==> config.mk <==
export PLATFORM = sky130hd
export DESIGN_NAME = audio_frame_header_parser
export DESIGN_NICKNAME = d
export VERILOG_FILES = /design/src/rtl/afhp_pkg.sv /design/src/rtl/afhp_ctrl.sv /design/src/rtl/afhp_dp.sv /design/src/rtl/audio_frame_header_parser.sv
export SDC_FILE = /design/constraint.sdc
export NUM_CORES = 1
export LEC_CHECK = 0
export BUFFER_PORTS_ARGS = -buffer_cell sky130_fd_sc_hd__buf_4
export CAP_MARGIN = 20
export CORE_MARGIN = 8
export CORE_UTILIZATION = 30
export CTS_BUF_LIST = sky130_fd_sc_hd__clkbuf_4
export CTS_CLUSTER_DIAMETER = 60
export DETAILED_ROUTE_END_ITERATION = 8
export GPL_ROUTABILITY_DRIVEN = 0
export GPL_TIMING_DRIVEN = 0
export SETUP_SLACK_MARGIN = 0.02
export SLEW_MARGIN = 20
export SYNTH_ARGS = -nofsm -noshare
export SYNTH_HDL_FRONTEND = slang
export SYNTH_HIERARCHICAL = 1
export SYNTH_SLANG_ARGS = --single-unit
==> constraint.sdc <==
create_clock -name clk -period 5.15 [get_ports clk]
set_input_delay 0.2575 -clock clk [delete_from_list [all_inputs] [get_ports clk]]
set_output_delay 0.2575 -clock clk [all_outputs]
set_load 0.02 [all_outputs]
==> src/rtl/afhp_pkg.sv <==
package afhp_pkg;

  localparam int OffsetBitsDefault = 24;

  localparam logic [7:0] MpegSync0 = 8'hFF;
  localparam logic [7:0] MpegSync1 = 8'hF8;
  localparam logic [7:0] MpegMask  = 8'hF8;
  localparam logic [7:0] Ac3Sync0  = 8'h0B;
  localparam logic [7:0] Ac3Sync1  = 8'h77;
  localparam logic [7:0] Ac3Mask   = 8'hFF;
  localparam logic [2:0] MpegLen   = 3'd4;
  localparam logic [2:0] Ac3Len    = 3'd6;

  localparam logic [1:0] PH_HUNT    = 2'd0;
  localparam logic [1:0] PH_SYNC    = 2'd1;
  localparam logic [1:0] PH_COLLECT = 2'd2;

  localparam logic [2:0] ST_OK          = 3'd0;
  localparam logic [2:0] ST_BAD_LAYER   = 3'd1;
  localparam logic [2:0] ST_BAD_BITRATE = 3'd2;
  localparam logic [2:0] ST_BAD_RATE    = 3'd3;
  localparam logic [2:0] ST_FREE_FORMAT = 3'd4;
  localparam logic [2:0] ST_BAD_BSID    = 3'd5;

  localparam logic [2:0] SZ_Q         = 3'd0;
  localparam logic [2:0] SZ_Q_X4      = 3'd1;
  localparam logic [2:0] SZ_WORDS_X2  = 3'd2;
  localparam logic [2:0] SZ_KBPS_X4   = 3'd3;
  localparam logic [2:0] SZ_KBPS_X6   = 3'd4;

  localparam int DivWidth      = 28;
  localparam int DivisorWidth  = 18;
  localparam int MulWidth      = 19;
  localparam int DivCountWidth = 5;
  localparam logic [DivCountWidth-1:0] DivLast = DivCountWidth'(DivWidth - 1);

  localparam logic [MulWidth-1:0] MulLayer1  = 19'd12000;
  localparam logic [MulWidth-1:0] MulLayer23 = 19'd144000;

  localparam logic [4:0] Ac3BsidLimit = 5'd12;
  localparam logic [23:0] SyncOutMax = 24'hFFFFFF;

  localparam logic [9:0] MpegKbps [3][16] = '{
    '{10'd0, 10'd32, 10'd64, 10'd96, 10'd128, 10'd160, 10'd192, 10'd224,
      10'd256, 10'd288, 10'd320, 10'd352, 10'd384, 10'd416, 10'd448, 10'd0},
    '{10'd0, 10'd32, 10'd48, 10'd56, 10'd64, 10'd80, 10'd96, 10'd112,
      10'd128, 10'd160, 10'd192, 10'd224, 10'd256, 10'd320, 10'd384, 10'd0},
    '{10'd0, 10'd32, 10'd40, 10'd48, 10'd56, 10'd64, 10'd80, 10'd96,
      10'd112, 10'd128, 10'd160, 10'd192, 10'd224, 10'd256, 10'd320, 10'd0}
  };

  localparam logic [15:0] MpegRate [4] = '{16'd44100, 16'd48000, 16'd32000, 16'd0};
  localparam logic [15:0] Ac3Rate  [4] = '{16'd48000, 16'd44100, 16'd32000, 16'd0};

  localparam logic [9:0] Ac3Kbps [32] = '{
    10'd32, 10'd40, 10'd48, 10'd56, 10'd64, 10'd80, 10'd96, 10'd112,
    10'd128, 10'd160, 10'd192, 10'd224, 10'd256, 10'd320, 10'd384, 10'd448,
    10'd512, 10'd576, 10'd640, 10'd0, 10'd0, 10'd0, 10'd0, 10'd0,
    10'd0, 10'd0, 10'd0, 10'd0, 10'd0, 10'd0, 10'd0, 10'd0
  };

  // 44.1 kHz words per frame, kbps * 320 / 147 rounded down
  localparam logic [10:0] Ac3Words44k [32] = '{
    11'd69, 11'd87, 11'd104, 11'd121, 11'd139, 11'd174, 11'd208, 11'd243,
    11'd278, 11'd348, 11'd417, 11'd487, 11'd557, 11'd696, 11'd835, 11'd975,
    11'd1114, 11'd1253, 11'd1393, 11'd0, 11'd0, 11'd0, 11'd0, 11'd0,
    11'd0, 11'd0, 11'd0, 11'd0, 11'd0, 11'd0, 11'd0, 11'd0
  };

  typedef struct packed {
    logic [7:0] data_byte;
    logic       window_start;
  } item_t;

  typedef struct packed {
    logic [2:0]  status;
    logic [1:0]  layer;
    logic [9:0]  bitrate_kbps;
    logic [15:0] sample_rate_hz;
    logic        padding;
    logic [11:0] frame_bytes;
    logic [23:0] sync_offset;
  } result_t;

  typedef struct packed {
    logic accept;
    logic decode;
    logic mul;
    logic div_step;
    logic load;
  } dp_cmd_t;

  typedef struct packed {
    logic header_done;
    logic need_div;
    logic div_last;
    logic out_free;
  } dp_status_t;

  function automatic logic [15:0] ac3_rate(input logic [1:0] fscod, input logic [4:0] bsid);
    logic [15:0] base;
    base = Ac3Rate[fscod];
    unique case (bsid)
      5'd9:    return base >> 1;
      5'd10:   return base >> 2;
      5'd11:   return base >> 3;
      default: return base;
    endcase
  endfunction

endpackage

==> src/rtl/afhp_ctrl.sv <==
module afhp_ctrl (
  input  logic                 clk,
  input  logic                 rst,
  input  logic                 item_valid,
  output logic                 item_stall,
  input  afhp_pkg::dp_status_t stat,
  output afhp_pkg::dp_cmd_t    cmd
);

  localparam logic [2:0] S_IDLE   = 3'd0;
  localparam logic [2:0] S_DECODE = 3'd1;
  localparam logic [2:0] S_MUL    = 3'd2;
  localparam logic [2:0] S_DIV    = 3'd3;
  localparam logic [2:0] S_FINISH = 3'd4;

  logic [2:0] state;
  logic [2:0] state_next;

  assign item_stall   = (state != S_IDLE);
  assign cmd.accept   = (state == S_IDLE) && item_valid;
  assign cmd.decode   = (state == S_DECODE);
  assign cmd.mul      = (state == S_MUL);
  assign cmd.div_step = (state == S_DIV);
  assign cmd.load     = (state == S_FINISH) && stat.out_free;

  always_comb begin
    state_next = state;
    unique case (state)
      S_IDLE: begin
        if (item_valid && stat.header_done) state_next = S_DECODE;
      end
      S_DECODE: state_next = S_MUL;
      S_MUL: begin
        state_next = stat.need_div ? S_DIV : S_FINISH;
      end
      S_DIV: begin
        if (stat.div_last) state_next = S_FINISH;
      end
      S_FINISH: begin
        if (stat.out_free) state_next = S_IDLE;
      end
      default: state_next = S_IDLE;
    endcase
  end

  always_ff @(posedge clk) begin
    if (rst) begin
      state <= S_IDLE;
    end else begin
      state <= state_next;
    end
  end

endmodule

==> src/rtl/afhp_dp.sv <==
module afhp_dp #(
  parameter int OFFSET_BITS = afhp_pkg::OffsetBitsDefault
) (
  input  logic                 clk,
  input  logic                 rst,
  input  afhp_pkg::item_t      item,
  input  logic                 cfg_write,
  input  logic                 cfg_data,
  input  afhp_pkg::dp_cmd_t    cmd,
  output afhp_pkg::dp_status_t stat,
  input  logic                 result_stall,
  output logic                 result_valid,
  output afhp_pkg::result_t    result
);

  localparam logic [OFFSET_BITS-1:0] PosMax = {OFFSET_BITS{1'b1}};
  localparam int DW = afhp_pkg::DivWidth;
  localparam int RW = afhp_pkg::DivisorWidth;

  logic                   stream_type;
  logic [1:0]             hunt_phase;
  logic [7:0]             header_bytes [1:5];
  logic [2:0]             bytes_collected;
  logic [OFFSET_BITS-1:0] byte_position;
  logic [OFFSET_BITS-1:0] sync_position;

  logic [7:0]             first_byte;
  logic [7:0]             second_byte;
  logic [7:0]             sync_mask;
  logic [2:0]             header_len;
  logic [1:0]             phase_eff;
  logic [2:0]             count_eff;
  logic [2:0]             count_inc;
  logic [OFFSET_BITS-1:0] pos_eff;

  // decoded header
  logic [2:0]                          dec_status;
  logic [1:0]                          dec_layer;
  logic [9:0]                          dec_kbps;
  logic [15:0]                         dec_rate;
  logic                                dec_pad;
  logic                                dec_addend;
  logic [2:0]                          dec_size_sel;
  logic [afhp_pkg::MulWidth-1:0]       dec_mul;
  logic [RW-1:0]                       dec_divisor;
  logic [10:0]                         dec_words;

  logic [2:0]                          hd_status;
  logic [1:0]                          hd_layer;
  logic [9:0]                          hd_kbps;
  logic [15:0]                         hd_rate;
  logic                                hd_pad;
  logic                                hd_addend;
  logic [2:0]                          hd_size_sel;
  logic [afhp_pkg::MulWidth-1:0]       hd_mul;
  logic [RW-1:0]                       hd_divisor;
  logic [10:0]                         hd_words;

  logic [1:0] m_code;
  logic [1:0] m_ridx;
  logic [3:0] m_bidx;
  logic [1:0] m_layer;
  logic [1:0] m_row;
  logic [5:0] a_code;
  logic [1:0] a_fscod;
  logic [4:0] a_bsid;
  logic [9:0] a_kbps;

  // shared divider
  logic [DW-1:0]                       div_work;
  logic [RW-1:0]                       rem;
  logic [RW:0]                         rem_shift;
  logic                                rem_ge;
  logic [afhp_pkg::DivCountWidth-1:0]  div_count;

  logic [11:0]        q_base;
  logic [12:0]        q_sum;
  logic [12:0]        size_wide;
  logic [32:0]        sync_wide;
  afhp_pkg::result_t  result_next;

  assign first_byte  = stream_type ? afhp_pkg::Ac3Sync0 : afhp_pkg::MpegSync0;
  assign second_byte = stream_type ? afhp_pkg::Ac3Sync1 : afhp_pkg::MpegSync1;
  assign sync_mask   = stream_type ? afhp_pkg::Ac3Mask  : afhp_pkg::MpegMask;
  assign header_len  = stream_type ? afhp_pkg::Ac3Len   : afhp_pkg::MpegLen;

  assign phase_eff = item.window_start ? afhp_pkg::PH_HUNT : hunt_phase;
  assign count_eff = item.window_start ? 3'd0 : bytes_collected;
  assign pos_eff   = item.window_start ? '0 : byte_position;
  assign count_inc = count_eff + 3'd1;

  assign stat.header_done = (phase_eff == afhp_pkg::PH_COLLECT) && (count_inc >= header_len);
  assign stat.need_div    = (dec_status == afhp_pkg::ST_OK) &&
                            ((dec_size_sel == afhp_pkg::SZ_Q) ||
                             (dec_size_sel == afhp_pkg::SZ_Q_X4));
  assign stat.div_last    = (div_count == afhp_pkg::DivLast);
  assign stat.out_free    = !result_valid || !result_stall;

  always_ff @(posedge clk) begin
    if (rst) begin
      stream_type     <= 1'b0;
      hunt_phase      <= afhp_pkg::PH_HUNT;
      bytes_collected <= 3'd0;
      byte_position   <= '0;
      sync_position   <= '0;
    end else if (cfg_write) begin
      stream_type     <= cfg_data;
      hunt_phase      <= afhp_pkg::PH_HUNT;
      bytes_collected <= 3'd0;
    end else if (cmd.accept) begin
      byte_position   <= (pos_eff == PosMax) ? pos_eff : pos_eff + 1'b1;
      hunt_phase      <= phase_eff;
      bytes_collected <= count_eff;
      unique case (phase_eff)
        afhp_pkg::PH_HUNT: begin
          if (item.data_byte == first_byte) begin
            hunt_phase    <= afhp_pkg::PH_SYNC;
            sync_position <= pos_eff;
          end
        end
        afhp_pkg::PH_SYNC: begin
          if ((item.data_byte & sync_mask) == second_byte) begin
            bytes_collected <= 3'd2;
            hunt_phase      <= afhp_pkg::PH_COLLECT;
          end else if (item.data_byte == first_byte) begin
            sync_position <= pos_eff;
          end else begin
            hunt_phase <= afhp_pkg::PH_HUNT;
          end
        end
        default: begin
          if (count_inc >= header_len) begin
            hunt_phase      <= afhp_pkg::PH_HUNT;
            bytes_collected <= 3'd0;
          end else begin
            bytes_collected <= count_inc;
          end
        end
      endcase
    end
  end

  always_ff @(posedge clk) begin
    if (cmd.accept && !cfg_write) begin
      for (int i = 1; i <= 5; i++) begin
        if (phase_eff == afhp_pkg::PH_SYNC && i == 1 &&
            (item.data_byte & sync_mask) == second_byte) begin
          header_bytes[i] <= item.data_byte;
        end
        if (phase_eff == afhp_pkg::PH_COLLECT && count_eff == 3'(i)) begin
          header_bytes[i] <= item.data_byte;
        end
      end
    end
  end

  // header decode
  assign m_code  = header_bytes[1][2:1];
  assign m_ridx  = header_bytes[2][3:2];
  assign m_bidx  = header_bytes[2][7:4];
  assign m_layer = 2'(3'd4 - {1'b0, m_code});
  assign m_row   = m_layer - 2'd1;
  assign a_code  = header_bytes[4][5:0];
  assign a_fscod = header_bytes[4][7:6];
  assign a_bsid  = header_bytes[5][7:3];
  assign a_kbps  = afhp_pkg::Ac3Kbps[a_code[5:1]];

  always_comb begin
    hd_status   = afhp_pkg::ST_OK;
    hd_layer    = 2'd0;
    hd_kbps     = 10'd0;
    hd_rate     = 16'd0;
    hd_pad      = 1'b0;
    hd_addend   = 1'b0;
    hd_size_sel = afhp_pkg::SZ_Q;
    hd_mul      = '0;
    hd_divisor  = '0;
    hd_words    = 11'd0;
    if (!stream_type) begin
      if (m_code == 2'd0) begin
        hd_status = afhp_pkg::ST_BAD_LAYER;
      end else if (m_ridx == 2'd3) begin
        hd_status = afhp_pkg::ST_BAD_RATE;
      end else if (m_bidx == 4'd15) begin
        hd_status = afhp_pkg::ST_BAD_BITRATE;
      end else if (m_bidx == 4'd0) begin
        hd_status = afhp_pkg::ST_FREE_FORMAT;
      end else begin
        hd_layer    = m_layer;
        hd_kbps     = afhp_pkg::MpegKbps[m_row][m_bidx];
        hd_rate     = afhp_pkg::MpegRate[m_ridx];
        hd_pad      = header_bytes[2][1];
        hd_addend   = header_bytes[2][1];
        hd_size_sel = (m_layer == 2'd1) ? afhp_pkg::SZ_Q_X4 : afhp_pkg::SZ_Q;
        hd_mul      = (m_layer == 2'd1) ? afhp_pkg::MulLayer1 : afhp_pkg::MulLayer23;
        hd_divisor  = RW'(afhp_pkg::MpegRate[m_ridx]);
      end
    end else begin
      if (a_bsid >= afhp_pkg::Ac3BsidLimit) begin
        hd_status = afhp_pkg::ST_BAD_BSID;
      end else if (a_fscod == 2'd3) begin
        hd_status = afhp_pkg::ST_BAD_RATE;
      end else if (a_kbps == 10'd0) begin
        hd_status = afhp_pkg::ST_BAD_BITRATE;
      end else begin
        hd_kbps   = a_kbps;
        hd_rate   = afhp_pkg::ac3_rate(a_fscod, a_bsid);
        hd_addend = a_code[0];
        hd_words  = afhp_pkg::Ac3Words44k[a_code[5:1]];
        case (a_fscod)
          2'd0:    hd_size_sel = afhp_pkg::SZ_KBPS_X4;
          2'd1:    hd_size_sel = afhp_pkg::SZ_WORDS_X2;
          default: hd_size_sel = afhp_pkg::SZ_KBPS_X6;
        endcase
      end
    end
  end

  always_ff @(posedge clk) begin
    if (cmd.decode) begin
      dec_status   <= hd_status;
      dec_layer    <= hd_layer;
      dec_kbps     <= hd_kbps;
      dec_rate     <= hd_rate;
      dec_pad      <= hd_pad;
      dec_addend   <= hd_addend;
      dec_size_sel <= hd_size_sel;
      dec_mul      <= hd_mul;
      dec_divisor  <= hd_divisor;
      dec_words    <= hd_words;
    end
  end

  // restoring divider, one quotient bit per cycle
  assign rem_shift = {rem, div_work[DW-1]};
  assign rem_ge    = (rem_shift >= {1'b0, dec_divisor});

  always_ff @(posedge clk) begin
    if (cmd.mul) begin
      div_work  <= DW'(dec_kbps * dec_mul);
      rem       <= '0;
      div_count <= '0;
    end else if (cmd.div_step) begin
      rem       <= rem_ge ? RW'(rem_shift - {1'b0, dec_divisor}) : RW'(rem_shift);
      div_work  <= {div_work[DW-2:0], rem_ge};
      div_count <= div_count + 1'b1;
    end
  end

  assign q_base    = (dec_size_sel == afhp_pkg::SZ_WORDS_X2) ? {1'b0, dec_words} :
                                                               div_work[11:0];
  assign q_sum     = {1'b0, q_base} + {12'd0, dec_addend};
  assign sync_wide = 33'(sync_position);

  always_comb begin
    case (dec_size_sel)
      afhp_pkg::SZ_Q:        size_wide = q_sum;
      afhp_pkg::SZ_Q_X4:     size_wide = q_sum << 2;
      afhp_pkg::SZ_WORDS_X2: size_wide = q_sum << 1;
      afhp_pkg::SZ_KBPS_X4:  size_wide = {1'b0, dec_kbps, 2'b00};
      default:               size_wide = {1'b0, dec_kbps, 2'b00} + {2'b00, dec_kbps, 1'b0};
    endcase
    result_next.status         = dec_status;
    result_next.layer          = dec_layer;
    result_next.bitrate_kbps   = dec_kbps;
    result_next.sample_rate_hz = dec_rate;
    result_next.padding        = dec_pad;
    result_next.frame_bytes    = (dec_status == afhp_pkg::ST_OK) ? size_wide[11:0] : 12'd0;
    result_next.sync_offset    = (sync_wide > 33'(afhp_pkg::SyncOutMax)) ?
                                 afhp_pkg::SyncOutMax : sync_wide[23:0];
  end

  always_ff @(posedge clk) begin
    if (rst) begin
      result_valid <= 1'b0;
    end else if (cmd.load) begin
      result_valid <= 1'b1;
    end else if (!result_stall) begin
      result_valid <= 1'b0;
    end
  end

  always_ff @(posedge clk) begin
    if (cmd.load) begin
      result <= result_next;
    end
  end

endmodule

==> src/rtl/audio_frame_header_parser.sv <==
// audio frame header parser: hunts for an MPEG audio or AC3 sync word in a byte stream
// input channel item_valid/item_stall/item carries one stream byte and a window start flag
// per transaction; output channel result_valid/result_stall/result carries one decoded
// header per transaction; cfg_valid/cfg_ready/cfg_data writes stream_type (0 MPEG, 1 AC3)
// a new byte is taken every cycle while no header is being decoded (item_stall low)
// the byte that finishes a header starts the decoder: decode, multiply, then the
// bit-serial frame-size divider (skipped when no divide is needed) and a load state;
// item_stall is high for that time
// the result shows on result_valid the cycle after the load cycle and is held while
// result_stall is high; bytes keep flowing in meanwhile, only the next finished header
// waits in the load cycle until the output register is free
// cfg_ready is always high; a stream_type write restarts the hunt
// reset clears the hunt, byte position, stream_type and result_valid; a stalled result is not overwritten
module audio_frame_header_parser #(
  parameter int OFFSET_BITS = afhp_pkg::OffsetBitsDefault
) (
  input  logic              clk,
  input  logic              rst,
  input  logic              item_valid,
  output logic              item_stall,
  input  afhp_pkg::item_t   item,
  output logic              result_valid,
  input  logic              result_stall,
  output afhp_pkg::result_t result,
  input  logic              cfg_valid,
  output logic              cfg_ready,
  input  logic              cfg_data
);

  afhp_pkg::dp_cmd_t    cmd;
  afhp_pkg::dp_status_t dstat;

  assign cfg_ready = 1'b1;

  afhp_ctrl u_ctrl (
    .clk        (clk),
    .rst        (rst),
    .item_valid (item_valid),
    .item_stall (item_stall),
    .stat       (dstat),
    .cmd        (cmd)
  );

  afhp_dp #(
    .OFFSET_BITS (OFFSET_BITS)
  ) u_dp (
    .clk          (clk),
    .rst          (rst),
    .item         (item),
    .cfg_write    (cfg_valid && cfg_ready),
    .cfg_data     (cfg_data),
    .cmd          (cmd),
    .stat         (dstat),
    .result_stall (result_stall),
    .result_valid (result_valid),
    .result       (result)
  );

  a_done_stalls: assert property (@(posedge clk) disable iff (rst)
    item_valid && !item_stall && dstat.header_done |=> item_stall)
    else $error("header completion did not stall input");

  a_ok_size: assert property (@(posedge clk) disable iff (rst)
    result_valid && result.status == afhp_pkg::ST_OK |-> result.frame_bytes != 12'd0)
    else $error("ok result with zero frame size");

  a_err_zero: assert property (@(posedge clk) disable iff (rst)
    result_valid && result.status != afhp_pkg::ST_OK |->
      result.frame_bytes == 12'd0 && result.bitrate_kbps == 10'd0 && result.layer == 2'd0)
    else $error("error result carries decoded fields");

  a_load_free: assert property (@(posedge clk) disable iff (rst)
    cmd.load |-> !result_valid || !result_stall)
    else $error("result overwritten while stalled");

endmodule
; Word level (Yosys, flattened, before mapping)
; Memory sizes are Yosys's and may differ from the RTL's. A register that Yosys moved wholly into a read port is not among the register bits.
; Cells that the tools add are included.
[totals]
register_bits = 250
ram_bits = 40
rom_bits = 672
input_bits = 15
word_cells = 247
memories = 3
[classes]
add_sub_neg = 8
n_mul = 1
magnitude_cmp = 9
n_eq_ne = 31
muxes = 120
bitwise = 9
n_reduce_logical = 39
[memory_table]
columns = name, words, width, read_ports, rd_ports_with_merged_regs, write_ports, line
row1 = (no name shown), 32, 11, 1, 1, 0, afhp_dp.sv:209  ; hd_words = afhp_pkg::Ac3Words44k[a_code[5:1]];
row2 = (no name shown), 32, 10, 1, 0, 0, afhp_dp.sv:166  ; assign a_kbps = afhp_pkg::Ac3Kbps[a_code[5:1]];
row3 = u_dp.header_bytes, 5, 8, 4, 0, 1, afhp_dp.sv:22  ; logic [7:0] header_bytes [1:5];
[op_table]
columns = op, n
row1 = $bmux 160 s2, 1
row2 = $mux 160, 2
row3 = $mux 16, 12
row4 = $mux 10, 12
row5 = $mux 24, 4
row6 = $mux 3, 27
row7 = $bmux 16 s2, 2
row8 = $mux 28, 2
row9 = $mux 8, 7
row10 = $pmux 12 s4, 1
row11 = $pmux 16 s3, 1
row12 = $pmux 24 s2, 1
row13 = $bmux 10 s4, 1
row14 = $mux 18, 2
row15 = $mux 1, 33
row16 = $reduce_or 8->1, 4
row17 = $mul 10x19->28, 1
row18 = $add 24x1->24 const B, 1
row19 = $eq 24x24->1 const B, 1
row20 = $gt 24x24->1 const B, 1
row21 = $ge 19x18->1, 1
row22 = $eq 3x2->1 const B, 6
row23 = $sub 18x18->18, 1
row24 = $eq 8x8->1, 2
row25 = 46 further kinds, 91

; Logic depth before layout (Yosys ltp)
; An unclocked memory read counts as a cell.
[logic_depth]
word_depth = 15
depth_mapped = 18

; By module
; Netlist, hierarchy kept.
[by_module_without_submodules]
columns = mod, instances, cells_each, area_each_um2, seq_area_each_um2
row1 = afhp_dp, 1, 1533, 15249.6, 6636.4
row2 = afhp_ctrl, 1, 34, 306.5, 60.1
row3 = audio_frame_header_parser, 1, 2, 11.3, 0.0

; Least setup slack after synthesis
; No wires, ideal clock.
[synth_path]
kind = register to register
from = register u_dp.result_valid
to = register, netlist name u_dp/result[0]
setup_time_ns = 0.570
arrival_ns = 5.012
required_ns = 4.580
path_slack_ns = -0.432
path_stages_with_launch = 4
path_buffers = 0
path_cell_list = dfxtp_1 nand2_1 nand2_1 nor3_1
[synth_rtl]
columns = element, line
row1 = start: declaration, afhp_dp.sv:12  ; output logic result_valid,
row2 = start signal: assignment, afhp_dp.sv:275  ; result_valid <= 1'b0;
row3 = start signal: assignment, afhp_dp.sv:277  ; result_valid <= 1'b1;
row4 = start signal: assignment, afhp_dp.sv:279  ; result_valid <= 1'b0;

; Worst setup path in the final report
[layout_path]
from = register u_dp/dec_mul[11] (netlist bit)
to = register u_dp.div_work[19] (data pin)
[layout_via]
elab_chain_cells = 2
[layout_lines]
columns = element, line
row1 = start: declaration, afhp_dp.sv:44  ; logic [afhp_pkg::MulWidth-1:0] dec_mul;
row2 = start signal: assignment, afhp_dp.sv:228  ; dec_mul <= hd_mul;
row3 = $mul 10x19->28, afhp_dp.sv:240  ; div_work <= DW'(dec_kbps * dec_mul);
row4 = $mux 28, afhp_dp.sv:239  ; if (cmd.mul) begin
row5 = end signal: assignment, afhp_dp.sv:240
row6 = end signal: assignment, afhp_dp.sv:245  ; div_work <= {div_work[DW-2:0], rem_ge};
row7 = end: declaration, afhp_dp.sv:70  ; logic [DW-1:0] div_work;
; Every way passes these cells.
; A chain may end at the register's enable or synchronous reset.

==> metrics.yaml <==
global_routing:
  grt_max_degree: 29
  grtUsageTotal_pct: 13.29
  grt_pass1_vias: 12480
  antenna_found_initial: 3
  gr-total-overflow: 0
  grt_pass1_wl_mm: 64.70
setup_path:
  path_class: "reg -> reg"
  end_kind: "register"
  cp_max_fo: 5
  critical_path_required_ns: 5.64
  crit_path_start_kind: "register"
  worst_ep_arrival_time_ns: 5.55
pwr:
  vdd.ir_drop.worst_uv: 279.7
  p_total_uw: 6762
  p_leak_uw: 0.007347
  powerDensity_mw_per_mm2: 361.4
die:
  rows: 83
  fp.dieH_microns: 243.8
  ios: 86
  start_util_pct: 30.34
  die-area_sq_mm: 0.05944
  core_sq_mm: 0.05130
  die_x_microns: 243.8
timing:
  hold_viol_final: 0
  min_period_ns: 5.058
  tightest_slew_ns: 1.000
  slew_violations: 0
  max_slew_margin_pct: 33.17
  fmax_ghz: 0.1977
  whs_ns: 0.2641
  fin_skew_ns: 0.04572
  period_share_pct: 98.22
  setup_ws_ns: 0.09179
  rsz0062_at_grt: "true"
  setup_viol: 0
clocking:
  clock_sinks: 250
  cts_root_buf: "clkbuf_4"
  cts_tree: "done"
  path_clk_slew_ns: 0.06
  clockBufferDepth: 3
  clk_latency_ns: 0.76
  htreeDepth: 3
  cts_inserted_buffers: 71
logic_synthesis:
  synth_top_cell_area_share_pct: 32.60
  yosysMostFrequentCell: "edfxtp_1"
  syn-cell-area_sq_mm: 0.01557
  ys_top_cells_by_count: "169 x edfxtp_1, 148 x nand2_1, 126 x nor2_1, 120 x inv_1, 115 x ha_1"
  synth.area.top_cells: "edfxtp_1 33%, dfxtp_1 10%, ha_1 9.2%"
  async_reset_ff_share_pct: 0
  synth_seq_cells: 250
  synth-seq-area-share_pct: 43.02
  yosysUniqueCellTypes: 90
  synth_edf_count: 169
  yosysWarnings: 6
  synthCells: 1569
  yosysTopAreaCell: "edfxtp_1"
  synth_flop_cell: "edfxtp_1"
  syn_avg_cell_area_sq_um: 9.922
placement:
  dp.cells: 2353
  dp_slack_ns: -0.5425
  dpl_cell_area_sq_mm: 0.01720
  port_buffers: 80
  hpwl_mm: 30.00
route:
  drt_wl_total_mm: 40.49
  routedWlPerCell_microns: 16.06
  first_pass_iters: 5
  vias_per_cell: 4.960
  num_vias: 12510
  remaining_drc_errors: 0
  drt_iter0_drc: 930
  final_antenna_net_count: 0
finish:
  nets: 1951
  stdcell_count: 2522
  syn_to_final_growth_pct: 20.18
  area.sequential_sq_mm: 0.006696
  finish.instance_area_sq_mm: 0.01871
  multiInputGateArea_sq_mm: 0.008327
  layout-drive-gt1-share_pct: 17.51
  fillCellCount: 5204
status:
  status: "complete, no violations"
min_path:
  min_path_type: "in -> reg"
run:
  maxCapViolations: 0
==> per-layer routing <==
layer / global-route usage [%] / routed length (microns) / vias to the layer above
li1: - / - / 6051
met1: 17.04 / 18070 / 5982
met2: 21.46 / 18910 / 379
met3: 2.899 / 2300 / 96
met4: 5.608 / 1190 / 2
met5: 0 / 17 / -
==> report_power, final <==
part | total (uW) | internal (uW) | switching (uW)
Sequential | 2340 | 2260 | 81.4
Combinational | 2580 | 1140 | 1440
Clock | 1840 | 965 | 877
==> flip-flops by register name (all words and copies together), names as in the netlist <==
name,cells
u_dp/dec_divisor,7
u_dp/dec_rate,16
u_dp/dec_kbps,7
u_dp/bytes_collected,3
u_dp/div_work,28
u_dp/stream_type,1
u_dp/result_valid,1
u_dp/result,65
u_dp/dec_words,11
u_dp/header_bytes,22
u_dp/hunt_phase,2
u_dp/sync_position,24
u_ctrl/state,3
u_dp/dec_pad,1
u_dp/byte_position,24
u_dp/div_count,5
u_dp/dec_mul,3
u_dp/dec_addend,1
u_dp/dec_status,3
u_dp/rem,18
u_dp/dec_layer,2
u_dp/dec_size_sel,3
==> through the flow <==
| step | utilization (%) | setup TNS [ns] |
|---|---|---|
| 3_5_place_dp | 33.53 | -3.129 |
| 3_3_place_gp | 33.29 | -87.78 |
| 2_1_floorplan | - | 0 |
| 4_1_cts | 35.93 | 0 |
| 5_1_grt | 36.47 | -0.03006 |
| 6_report | 36.47 | 0 |
==> logic make-up after synthesis <==
logic type	after synthesis	share of synthesized area, %
DFF	250	43.02
other	3	0.07233
AOI/OAI and AO/OA	310	13.12
adders and majority gates	153	14.13
buffers and inverters	216	5.594
muxes	40	2.885
and+or+nand+nor	536	17.75
xor gates and xnor gates	61	3.432
==> critical path, cell delays in order, from the launching register on <==
cell and delay, ns:
edfxtp_1 0.47, buf_6 0.18, buf_4 0.13, and2_1 0.15
ha_1 0.29, inv_1 0.06, fa_1 0.54, inv_1 0.06
fa_1 0.54, inv_1 0.05, fa_1 0.50, inv_1 0.08
ha_4 0.25, ha_4 0.26, o21ai_4 0.18, nand2_1 0.10
and3_4 0.19, a311o_1 0.35, xor2_1 0.16, mux2_2 0.28
==> layout make-up <==
class,count,share of cell area (%)
clock inverter,35,1.103
antenna,3,0.04013
clock buffer,94,3.772
tap,680,4.548
sequential,250,35.79
multi-input combinational,1118,44.51
inverter,121,2.454
timing repair buffer,126,5.557
buffer,95,2.227
==> final timing paths <==
| check | end | slack, ns | cells past startpoint | startpoint |
|---|---|---|---|---|
| setup / recovery | u_dp/div_work[19]$_DFFE_PP_ | 0.09 | 19 | u_dp/dec_mul[11]$_SDFFCE_PP0P_ |
| hold / removal | u_dp/header_bytes[4][0]$_DFFE_PP_ | 0.26 | 2 | item[1] |
| setup reg to reg | u_dp/div_work[19]$_DFFE_PP_ | 0.09 | 19 | u_dp/dec_mul[11]$_SDFFCE_PP0P_ |
| hold reg to reg | u_dp/result[45]$_DFFE_PP_ | 0.40 | 0 | u_dp/dec_rate[8]$_DFFE_PP_ |
==> cells in the final DEF (no fill, tap or decap), types with 18 or more instances in the layout <==
master	n
clkinv_1	20
nand2b_1	24
nor2_1	126
o21ai_0	51
clkbuf_1	74
edfxtp_1	169
a21oi_1	93
inv_1	115
xnor2_1	33
dfxtp_1	81
ha_1	108
and2_1	19
xor2_1	28
clkbuf_4	94
nand3b_1	26
nand3_1	18
nor3_1	33
nor2b_1	28
mux2_2	19
mux2i_1	19
fa_1	35
nand2_1	144
buf_4	109
conb_1	18
==> timing repair <==
item,4_1_cts,5_1_grt
setup endpoints to repair,9,10
hold buffers,16,0
gates resized for setup,20,44
pin swaps,2,21
endpoints found under the hold margin,34,0
setup buffers,11,11
Note: power is estimated with default switching activity, not from simulation.
